### src/hdl/tse_pkg.sv
// Package: constants and types for the tween slot engine.
package tse_pkg;
  localparam int SLOT_COUNT = 8;
  localparam int SLOT_W = 3;
  localparam int FRAC = 16;
  localparam logic signed [47:0] FX_ONE = 48'sd1 <<< FRAC;
  localparam logic signed [47:0] FX_C1 = 48'(((64'd170158 << FRAC) + 64'd50000) / 64'd100000);
  localparam logic signed [47:0] FX_C3 = FX_C1 + FX_ONE;

  typedef enum logic [2:0] {
    MODE_TICK = 3'd0, MODE_CREATE = 3'd1, MODE_RESTART = 3'd2,
    MODE_RETARGET = 3'd3, MODE_FREE = 3'd4
  } mode_t;

  typedef enum logic [1:0] {
    KIND_VALUE = 2'd0, KIND_SUMMARY = 2'd1, KIND_ACK = 2'd2
  } kind_t;

  typedef enum logic [1:0] {
    EASE_LINEAR = 2'd0, EASE_OUT_CUBIC = 2'd1, EASE_INOUT_CUBIC = 2'd2, EASE_OUT_BACK = 2'd3
  } ease_t;
endpackage

### src/hdl/tween_slot_engine_with_easing.sv
// Top level: slot table, serial divider and one shared multiplier sequencer.
// One request is taken when idle; a retarget runs the divider and the multiplier, while create,
// restart and free only answer with an ack. A tick visits every slot, runs both for each active
// slot and ends with the summary; a stalled output adds its wait.
// The restoring divider is skipped when progress is one; the 3 to 7 step easing program runs
// on the shared 34x19 multiplier. Reset clears flags and control.
module tween_slot_engine_with_easing (
  input  logic        clk,
  input  logic        rst_n,
  input  logic        in_tvalid,
  output logic        in_tready,
  // tuser: mode[2:0]
  input  logic [2:0]  in_tuser,
  // tdata: slot[2:0], start_value[34:3], end_value[66:35],
  // duration_ms[82:67], ease_kind[84:83], dt_ms[100:85]
  input  logic [103:0] in_tdata,
  output logic        out_tvalid,
  input  logic        out_tready,
  // tuser: kind[1:0]
  output logic [1:0]  out_tuser,
  // tdata: slot_index[2:0], value[34:3], active_count[38:35]
  output logic [39:0] out_tdata,
  output logic        out_tlast
);
  import tse_pkg::*;

  typedef enum logic [3:0] {
    S_IDLE, S_SCAN, S_DIV, S_MUL, S_OUT, S_SUM, S_ACK, S_WAIT
  } state_t;

  logic signed [31:0] st_r [SLOT_COUNT];
  logic signed [31:0] en_r [SLOT_COUNT];
  logic [15:0] du_r [SLOT_COUNT];
  logic [15:0] el_r [SLOT_COUNT];
  logic [1:0]  ea_r [SLOT_COUNT];
  logic [SLOT_COUNT-1:0] act_r;

  state_t state_r;
  logic [2:0] mode_r;
  logic [SLOT_W-1:0] slot_r;
  logic signed [31:0] ev_r;
  logic [15:0] dt_r;
  logic [3:0] cnt_r;
  logic [4:0] bit_r;
  logic [31:0] rem_r;
  logic [16:0] quo_r;
  logic signed [47:0] p_r, a_r, b_r, acc_r;
  logic [3:0] step_r;
  logic done_r;
  logic [39:0] obuf_r;
  logic [1:0] okind_r;
  logic olast_r;
  logic ovalid_r;

  // shared multiplier with floor shift; a side takes the wide operand
  logic signed [33:0] ma;
  logic signed [18:0] mb;
  logic signed [52:0] mprod;
  logic signed [47:0] mres;
  assign mprod = ma * mb;
  assign mres = 48'(mprod >>> FRAC);

  // slot operands
  logic [15:0] cur_el, cur_du;
  logic [16:0] el_sum;
  logic signed [47:0] diff;
  assign cur_el = el_r[slot_r];
  assign cur_du = du_r[slot_r];
  assign el_sum = {1'b0, el_r[slot_r]} + {1'b0, dt_r};
  assign diff = 48'(st_r[slot_r]) - 48'(en_r[slot_r]);

  logic [32:0] trial;
  assign trial = {rem_r, 1'b0} - {17'd0, cur_du};

  logic signed [47:0] sat_v;
  always_comb begin
    sat_v = 48'(st_r[slot_r]) + acc_r;
    if (sat_v > 48'sd2147483647) sat_v = 48'sd2147483647;
    else if (sat_v < -48'sd2147483648) sat_v = -48'sd2147483648;
  end

  // one step of the easing / lerp program per cycle
  logic [1:0] ekind;
  assign ekind = (mode_r == MODE_RETARGET) ? EASE_LINEAR : ea_r[slot_r];
  always_comb begin
    ma = a_r[33:0];
    mb = b_r[18:0];
  end

  assign in_tready = (state_r == S_IDLE);
  assign out_tvalid = ovalid_r;
  assign out_tdata = obuf_r;
  assign out_tuser = okind_r;
  assign out_tlast = olast_r;

  always_ff @(posedge clk) begin
    if (!rst_n) begin
      state_r <= S_IDLE;
      act_r <= '0;
      ovalid_r <= 1'b0;
    end else begin
      if (ovalid_r && out_tready) ovalid_r <= 1'b0;
      unique case (state_r)
        S_IDLE: if (in_tvalid) begin
          mode_r <= in_tuser;
          slot_r <= in_tdata[2:0];
          ev_r <= in_tdata[66:35];
          dt_r <= in_tdata[100:85];
          cnt_r <= '0;
          unique case (in_tuser)
            MODE_TICK: begin
              slot_r <= '0;
              state_r <= S_SCAN;
            end
            MODE_CREATE: begin
              st_r[in_tdata[2:0]] <= in_tdata[34:3];
              en_r[in_tdata[2:0]] <= in_tdata[66:35];
              du_r[in_tdata[2:0]] <= in_tdata[82:67];
              el_r[in_tdata[2:0]] <= '0;
              ea_r[in_tdata[2:0]] <= in_tdata[84:83];
              act_r[in_tdata[2:0]] <= 1'b1;
              state_r <= S_ACK;
            end
            MODE_RESTART: begin
              el_r[in_tdata[2:0]] <= '0;
              act_r[in_tdata[2:0]] <= 1'b1;
              state_r <= S_ACK;
            end
            MODE_RETARGET: begin
              rem_r <= '0;
              quo_r <= '0;
              bit_r <= 5'd16;
              state_r <= S_DIV;
            end
            MODE_FREE: begin
              act_r[in_tdata[2:0]] <= 1'b0;
              state_r <= S_ACK;
            end
            default: state_r <= S_IDLE;
          endcase
        end
        S_SCAN: begin
          if (act_r[slot_r]) begin
            cnt_r <= cnt_r + 4'd1;
            el_r[slot_r] <= el_sum[16] ? 16'hFFFF : el_sum[15:0];
            rem_r <= '0;
            quo_r <= '0;
            bit_r <= 5'd16;
            state_r <= S_DIV;
          end else if (slot_r == SLOT_W'(SLOT_COUNT - 1)) begin
            state_r <= S_SUM;
          end else begin
            slot_r <= slot_r + 1'b1;
          end
        end
        S_DIV: begin
          // restoring division of elapsed<<16 by duration, one bit a cycle
          if (cur_du == 16'd0 || cur_el >= cur_du) begin
            p_r <= FX_ONE;
            done_r <= 1'b1;
            a_r <= FX_ONE; b_r <= FX_ONE; step_r <= '0;
            state_r <= S_MUL;
          end else begin
            if (!trial[32]) begin
              rem_r <= trial[31:0];
              quo_r <= {quo_r[15:0], 1'b1};
            end else begin
              rem_r <= {rem_r[30:0], 1'b0};
              quo_r <= {quo_r[15:0], 1'b0};
            end
            if (bit_r == 5'd0) begin
              state_r <= S_MUL;
              step_r <= '0;
              done_r <= 1'b0;
              p_r <= 48'({31'd0, quo_r[15:0], !trial[32]});
            end
            bit_r <= bit_r - 5'd1;
            if (bit_r == 5'd16) rem_r <= {16'd0, cur_el};
            if (bit_r == 5'd16) quo_r <= '0;
          end
        end
        S_MUL: begin
          // step 0 sets operands, or the result for linear; later steps use the product
          step_r <= step_r + 4'd1;
          unique case (ekind)
            EASE_LINEAR: begin
              if (step_r == 4'd0) begin
                acc_r <= p_r;
                step_r <= 4'd12;
              end
            end
            EASE_OUT_CUBIC: begin
              unique case (step_r)
                4'd0: begin a_r <= FX_ONE - p_r; b_r <= FX_ONE - p_r; end
                4'd1: begin a_r <= mres; end
                4'd2: begin acc_r <= FX_ONE - mres; step_r <= 4'd12; end
                default: ;
              endcase
            end
            EASE_INOUT_CUBIC: begin
              if (p_r < (FX_ONE >>> 1)) begin
                unique case (step_r)
                  4'd0: begin a_r <= p_r; b_r <= p_r; end
                  4'd1: a_r <= mres;
                  4'd2: begin acc_r <= mres <<< 2; step_r <= 4'd12; end
                  default: ;
                endcase
              end else begin
                unique case (step_r)
                  4'd0: begin a_r <= (FX_ONE - p_r) <<< 1; b_r <= (FX_ONE - p_r) <<< 1; end
                  4'd1: a_r <= mres;
                  4'd2: begin acc_r <= FX_ONE - (mres >>> 1); step_r <= 4'd12; end
                  default: ;
                endcase
              end
            end
            default: begin
              unique case (step_r)
                4'd0: begin a_r <= p_r - FX_ONE; b_r <= p_r - FX_ONE; end
                4'd1: begin b_r <= mres; acc_r <= mres; end   // q^2
                4'd2: begin a_r <= FX_C3; b_r <= mres; end   // q^3
                4'd3: begin acc_r <= FX_ONE + mres; a_r <= FX_C1; b_r <= acc_r; end
                4'd4: begin acc_r <= acc_r + mres; step_r <= 4'd12; end
                default: ;
              endcase
            end
          endcase
          if (step_r == 4'd12) begin
            a_r <= -diff; b_r <= acc_r;
          end
          if (step_r == 4'd13) begin
            acc_r <= mres;
            state_r <= S_OUT;
          end
        end
        S_OUT: if (!ovalid_r) begin
          if (mode_r == MODE_RETARGET) begin
            st_r[slot_r] <= (cur_du != 16'd0 && cur_el < cur_du) ? sat_v[31:0] : en_r[slot_r];
            en_r[slot_r] <= ev_r;
            el_r[slot_r] <= '0;
            act_r[slot_r] <= 1'b1;
            state_r <= S_ACK;
          end else begin
            if (done_r) act_r[slot_r] <= 1'b0;
            ovalid_r <= 1'b1;
            obuf_r <= {1'b0, 4'd0, sat_v[31:0], slot_r};
            okind_r <= KIND_VALUE;
            olast_r <= 1'b0;
            if (slot_r == SLOT_W'(SLOT_COUNT - 1)) state_r <= S_SUM;
            else begin
              slot_r <= slot_r + 1'b1;
              state_r <= S_SCAN;
            end
          end
        end
        S_SUM: if (!ovalid_r) begin
          ovalid_r <= 1'b1;
          obuf_r <= {1'b0, cnt_r, 32'd0, 3'd0};
          okind_r <= KIND_SUMMARY;
          olast_r <= 1'b1;
          state_r <= S_WAIT;
        end
        S_ACK: if (!ovalid_r) begin
          ovalid_r <= 1'b1;
          obuf_r <= {1'b0, 4'd0, 32'd0, slot_r};
          okind_r <= KIND_ACK;
          olast_r <= 1'b1;
          state_r <= S_WAIT;
        end
        S_WAIT: if (!ovalid_r || out_tready) state_r <= S_IDLE;
        default: state_r <= S_IDLE;
      endcase
    end
  end
endmodule

### config.mk
export PLATFORM = sky130hd
export DESIGN_NAME = tween_slot_engine_with_easing
export DESIGN_NICKNAME = d
export VERILOG_FILES = /design/src/hdl/tse_pkg.sv /design/src/hdl/tween_slot_engine_with_easing.sv
export SDC_FILE = /design/constraint.sdc
export NUM_CORES = 2
export LEC_CHECK = 0
export ABC_CLOCK_PERIOD_IN_PS = 8800
export BUFFER_PORTS_ARGS = -buffer_cell sky130_fd_sc_hd__buf_4
export CORE_ASPECT_RATIO = 1.2
export CORE_UTILIZATION = 25
export CTS_CLUSTER_DIAMETER = 50
export DETAILED_ROUTE_END_ITERATION = 12
export PLACE_DENSITY = 0.45
export SYNTH_ARGS = -nofsm -noshare
export SYNTH_HDL_FRONTEND = slang
export SYNTH_SLANG_ARGS = --single-unit
### constraint.sdc
create_clock -name clk -period 8.8 [get_ports clk]
set_input_delay 1.76 -clock clk [delete_from_list [all_inputs] [get_ports clk]]
set_output_delay 1.76 -clock clk [all_outputs]
set_load 0.005 [all_outputs]
After elaboration in Yosys (flattened, before gate mapping)
Memory sizes are Yosys's and may differ from the RTL's. A register that Yosys moved wholly into a read port is not among the register bits.
Cells that the tools add are included.
{ "totals": {"word_cells": 298, "regBits": 290, "input_bits": 111, "memories": 5, "ram_bits": 784, "out_inout_bits": 45} }
{ "classes": {"bitwise": 8, "mul": 1, "n_reduce_logical": 45, "eq_ne": 49, "n_addsub": 15, "mux": 146, "order_cmp": 9} }
{ "memory_table": {"columns": ["name", "depth", "width", "rd", "rd_ports_with_merged_regs", "wr", "line_no", "source"], "rows": [
  ["en_r", 8, 32, 1, 1, 1, "tween_slot_engine_with_easing.sv:32", "logic signed [31:0] en_r [SLOT_COUNT];"],
  ["st_r", 8, 32, 1, 1, 1, "tween_slot_engine_with_easing.sv:31", "logic signed [31:0] st_r [SLOT_COUNT];"],
  ["du_r", 8, 16, 1, 1, 1, "tween_slot_engine_with_easing.sv:33", "logic [15:0] du_r [SLOT_COUNT];"],
  ["el_r", 8, 16, 1, 1, 1, "tween_slot_engine_with_easing.sv:34", "logic [15:0] el_r [SLOT_COUNT];"],
  ["ea_r", 8, 2, 1, 1, 1, "tween_slot_engine_with_easing.sv:35", "logic [1:0] ea_r [SLOT_COUNT];"]
]} }
{ "ops": {"columns": ["operator", "count"], "rows": [
  ["two-way mux 32 bit", 11],
  ["two-way mux 48 bit", 6],
  ["case mux 48 bit (3 select lines)", 2],
  ["case mux 34 bit (2 select lines)", 4],
  ["case mux 34 bit (3 select lines)", 2],
  ["two-way mux 40 bit", 4],
  ["two-way mux 16 bit", 9],
  ["case mux 40 bit (3 select lines)", 1],
  ["case mux 19 bit (3 select lines)", 2],
  ["two-way mux 34 bit", 3],
  ["case mux 32 bit (3 select lines)", 1],
  ["two-way mux 19 bit", 4],
  ["two-way mux 4 bit", 16],
  ["OR reduction 32 bit", 2],
  ["multiplier 34 x 19 -> 53 bit", 1],
  ["adder 32 x 48 -> 48 bit", 1],
  ["adder 48 x 37 -> 48 bit", 1],
  ["greater-than comparator 48 x 32 -> 1 bit (second input constant)", 1],
  ["< comparator 48 x 32 -> 1 bit (second input constant)", 1],
  ["two-way mux 3 bit", 16],
  ["case mux 16 bit (3 select lines)", 1],
  ["adder 18 x 37 -> 38 bit (first input constant)", 1],
  ["case mux 19 bit (2 select lines)", 1],
  ["subtractor 18 x 37 -> 38 bit (first input constant)", 1],
  ["70 further kinds", 181]
]} }

Longest topological paths before layout
{ "logic_depth": {"word_depth": 10, "depth_mapped": 39, "mapped_depth_nobuf": 37} }

Worst setup path after synthesis
No wires, ideal clock.
{ "synth_timing": {"kind": "register to register", "from": "reg b_r[18]", "to": "reg acc_r[40], data pin", "setup_ns": 0.145, "slack_ns": -0.734, "n_path_buf": 4, "required_ns": 8.655, "stages_incl_launch_ff": 36, "arrival_time_ns": 9.389, "period_less_slack_ns": 9.534, "path_cell_list": "edfxtp_1 > inv_2 > buf_1 > nor2_1 > fa_1 > fa_1 > fa_1 > fa_1 > fa_1 > fa_1 > ha_1 > ha_1 > buf_2 > a21oi_2 > o21ai_1 > or2_0 > or3_1 > o21ai_2 > mux2_2 > nand2_2 > inv_1 > clkbuf_1 > ha_1 > clkbuf_1 > a211oi_1 > nand2_1 > a211o_1 > o211ai_1 > a21oi_1 > o2111ai_1 > nand3_1 > a41oi_1 > nor2_1 > or4_1 > and4b_1 > o21ai_1"} }
{ "synth_via": {"elab_chain_cells": 6, "word_cells_on_any_way": 12, "cone_classes": "add/sub: 4; mul: 1; mux: 7"} }
{ "synth_lines": {"columns": ["item", "line_no", "source"], "rows": [
  ["start, declared", "tween_slot_engine_with_easing.sv:47", "logic signed [47:0] p_r, a_r, b_r, acc_r;"],
  ["start signal, assigned", "tween_slot_engine_with_easing.sv:194", "4'd0: begin a_r <= FX_ONE - p_r; b_r <= FX_ONE - p_r; end"],
  ["start signal, assigned", "tween_slot_engine_with_easing.sv:203", "4'd0: begin a_r <= p_r; b_r <= p_r; end"],
  ["start signal, assigned", "tween_slot_engine_with_easing.sv:210", "4'd0: begin a_r <= (FX_ONE - p_r) <<< 1; b_r <= (FX_ONE - p_r) <<< 1; end"],
  ["multiplier 34 x 19 -> 53 bit (*)", "tween_slot_engine_with_easing.sv:60", "assign mprod = ma * mb;"],
  ["branches (longest 4 deep; another with adder 48 x 37 -> 48 bit)", null, null],
  ["two-way mux 48 bit (*)", "tween_slot_engine_with_easing.sv:231", "if (step_r == 4'd13) begin"],
  ["end signal, assigned", "tween_slot_engine_with_easing.sv:188", "acc_r <= p_r;"],
  ["end signal, assigned", "tween_slot_engine_with_easing.sv:220", "4'd1: begin b_r <= mres; acc_r <= mres; end"],
  ["end signal, assigned", "tween_slot_engine_with_easing.sv:232", "acc_r <= mres;"],
  ["end, declared", "tween_slot_engine_with_easing.sv:47", null]
]} }
Every way passes the cells marked *. The select of a mux whose other input is x is not followed.
A chain may end at the register's enable or synchronous reset.

Final worst setup path
{ "layout_timing": {"from": "reg a_r[10]", "to": "reg acc_r[46], data pin"} }
{ "layout_via": {"elab_chain_cells": 6, "word_cells_on_any_way": 12, "cone_classes": "add/sub: 4; mul: 1; mux: 7"} }
{ "layout_lines": {"columns": ["item", "line_no", "source"], "rows": [
  ["start, declared", "tween_slot_engine_with_easing.sv:47", null],
  ["start signal, assigned", "tween_slot_engine_with_easing.sv:194", null],
  ["start signal, assigned", "tween_slot_engine_with_easing.sv:195", "4'd1: begin a_r <= mres; end"],
  ["start signal, assigned", "tween_slot_engine_with_easing.sv:203", null],
  ["multiplier 34 x 19 -> 53 bit (*)", "tween_slot_engine_with_easing.sv:60", null],
  ["branches (longest 4 deep; another with adder 48 x 37 -> 48 bit)", null, null],
  ["two-way mux 48 bit (*)", "tween_slot_engine_with_easing.sv:231", null]
]} }
Marked as above.

==> results_dict.tcl <==
set metrics [dict create \
    numCtsBuffers 118 \
    die_height_microns 617 \
    yosysWarningCount 0 \
    tightest_slew_ns 1.35 \
    synth_top_area_share_pct 40.3 \
    vias 56720 \
    crit_fanout 7 \
    slew_headroom_pct 9.46 \
    critPathArrivalTime_ns 9.81 \
    fin_nets 8708 \
    grt_setup_unrepaired "yes" \
    synth_area_leader_cell "edfxtp_1" \
    critical_path_class "flip-flop to flip-flop" \
    worst_slack_ns -0.557 \
    synth_nets 8010 \
    grt_max_degree 65 \
    maxSlewViolCount 0 \
    fp.dieW_microns 515 \
    routed_wl_mm 251 \
    drtIter0Drc 3802 \
    initial_core_util_pct 25.2 \
    critPathLaunchType "flip-flop" \
    fin_crit_sh_pct 106 \
    ys_seq_area_share_pct 40.7 \
    seqCellArea_sq_mm 0.0321 \
    yosysMostFrequentCell "edfxtp_1" \
    port_buffers 151 \
    skew_ns 0.0647 \
    crit_path_end_kind "flip-flop" \
    gp_congestion 0.922 \
    fillers 32026 \
    die_area_sq_mm 0.318 \
    track_usage_pct 15.8 \
    first_pass_iters 6 \
    setup_viol 24 \
    cp_slowest_cell "fa_1" \
    outcome "complete, but fails checks" \
    synth_cell_type_count 112 \
    cts-root-buf "clkbuf_16" \
    cts_tree "done" \
    fp-row-count 225 \
    synth_common_cells "edfxtp_1 (1,060), nand2_1 (724), inv_1 (714)" \
    dp_hpwl_mm 191 \
    first_global_vias 60458 \
    ant_nets 0 \
    ys_seq_elements 1075 \
    grt_pass1_wl_mm 384 \
    min_path_type "flip-flop to flip-flop" \
    drc 0 \
    dpl_cell_area_sq_mm 0.0905 \
    cts_buffer_depth 3 \
    ios 156 \
    multi_input_area_sq_mm 0.0444 \
    clock_latency_ns 0.76 \
    slowest_delay_ns 0.53 \
    finalHoldViolCount 0 \
    cts.sinks 1075 \
    clk_pin_slew_worst_paths_ns 0.06 \
    cpMostUsedCell "fa_1" \
    synth_edf_count 1060 \
    cts_max_level 3 \
    violations "setup timing" \
    wl_per_cell_microns 21.1 \
    core_sq_mm 0.314 \
    ys.flop_type "edfxtp_1" \
    synth.area.top_cells "edfxtp_1 (40%), fa_1 (16%), mux4_2 (5.7%)" \
    via_per_inst 4.75 \
    antenna_found_initial 13 \
    ys_async_sr_fraction_pct 0 \
    area_growth_pct 22.3 \
    syn_area_per_cell_sq_um 11.4 \
    synth_cells 6938 \
    drive_gt1_share_pct 22.7 \
    timing.fmax_ghz 0.107 \
    period_needed_ns 9.36 \
    required_ns 9.25 \
    max_cap_violations 0 \
    stdcell_area_sq_mm 0.0965 \
    grt-ovfl-total 0 \
    syn_area_sq_mm 0.0789 \
]
-- worst max-delay path, delay by kind of cell (launching register included) --
family | cells | cell delay [ns]
compound gates | 14 | 2.92
xor+xnor | 1 | 0.19
fa+ha+maj | 9 | 3.89
buf+inv | 7 | 0.77
flops | 1 | 0.42
simple gates | 5 | 0.87
-- routing by layer --
metal	routed length [microns]	track usage, %	up-vias	share of wire (%)
met5	36	0	-	0.014
li1	-	-	26024	-
met3	8270	1.41	365	3.3
met4	8540	5.04	6	3.4
met2	129000	28.7	1212	51
met1	105000	19.5	29113	42
-- layout by cell type (no fill, tap or decap), types with 38 or more instances in the layout --
master and n:
a211oi_1 44, a21o_1 112, a21oi_1 379, a221oi_1 54
and2_1 336, and3_1 38, buf_12 52, buf_4 869
clkbuf_16 118, edfxtp_1 1060, fa_1 612, ha_1 285
ha_4 40, inv_1 704, mux2_2 56, mux2i_1 77
mux4_2 198, nand2_1 710, nand2b_1 42, nand3_1 69
nand4_1 43, nor2_1 303, nor3_1 101, o21ai_0 225
or3_1 54, xnor2_1 122, xor2_1 74
-- registers in the layout, summed over array words and instances, names as in the netlist, 5 cells and up, named ones only --
signal,count
du_r,128
quo_r,16
ea_r,16
st_r,256
bit_r,5
ev_r,32
a_r,34
el_r,128
en_r,256
b_r,19
acc_r,48
rem_r,32
dt_r,16
out_tdata,39
p_r,17
-- through the flow --
| step | std cells | util (%) | TNS (ns) | hold WS (ns) | worst slack [ns] |
|---|---|---|---|---|---|
| detailed placement | 11640 | 28.9 | -22.94 | 0.493 | -1.20 |
| global route | 11939 | 30.8 | -17.51 | 0.519 | -0.935 |
| finish | 11943 | 30.8 | -8.05 | 0.499 | -0.557 |
| CTS | 11912 | 30.5 | -8.44 | 0.501 | -0.577 |
| floorplan | 6938 | - | -0.0154 | 0.455 | -0.0104 |
| global placement | 11640 | 28.9 | -23.90 | 0.482 | -1.26 |
-- logic make-up after synthesis --
logic type / Yosys count / synth area share (%)
xor gates and xnor gates: 216 / 2.42
AOI/OAI and AO/OA: 1320 / 11.0
buffers and inverters: 1111 / 5.34
and+or+nand+nor: 1922 / 11.9
other: 1 / 0.00475
DFF: 1075 / 40.7
adders and majority gates: 961 / 21.2
muxes: 332 / 7.44
-- area by class of cell --
cell class | instances | area share, %
antenna | 5 | 0.0130
clock buffer | 137 | 3.13
clock inverter | 86 | 0.910
inverter | 727 | 2.83
multi-input combinational | 4752 | 46.0
sequential | 1075 | 33.3
tap | 4199 | 5.44
timing repair buffer | 962 | 8.34
-- worst paths after layout --
path / startpoint / endpoint / slack [ns] / cells past startpoint
min reg2reg: flip-flop / flip-flop / 0.50 / 2
max reg2reg: a_r[10] / acc_r[46] / -0.56 / 36
min: flip-flop / flip-flop / 0.50 / 2
max: a_r[10] / acc_r[46] / -0.56 / 36
-- what timing repair did --
item | in CTS | in global routing
pin swaps | 95 | 126
hold buffers | 0 | 0
buffers inserted | 48 | 26
gates cloned | 1 | 0
hold endpoints to repair | 0 | 0
endpoints found under the setup margin | 33 | 33
gates resized for setup | 162 | 133
Power is not shown: default switching activity piles up to over one toggle a cycle in this logic, so the estimate is an artifact.
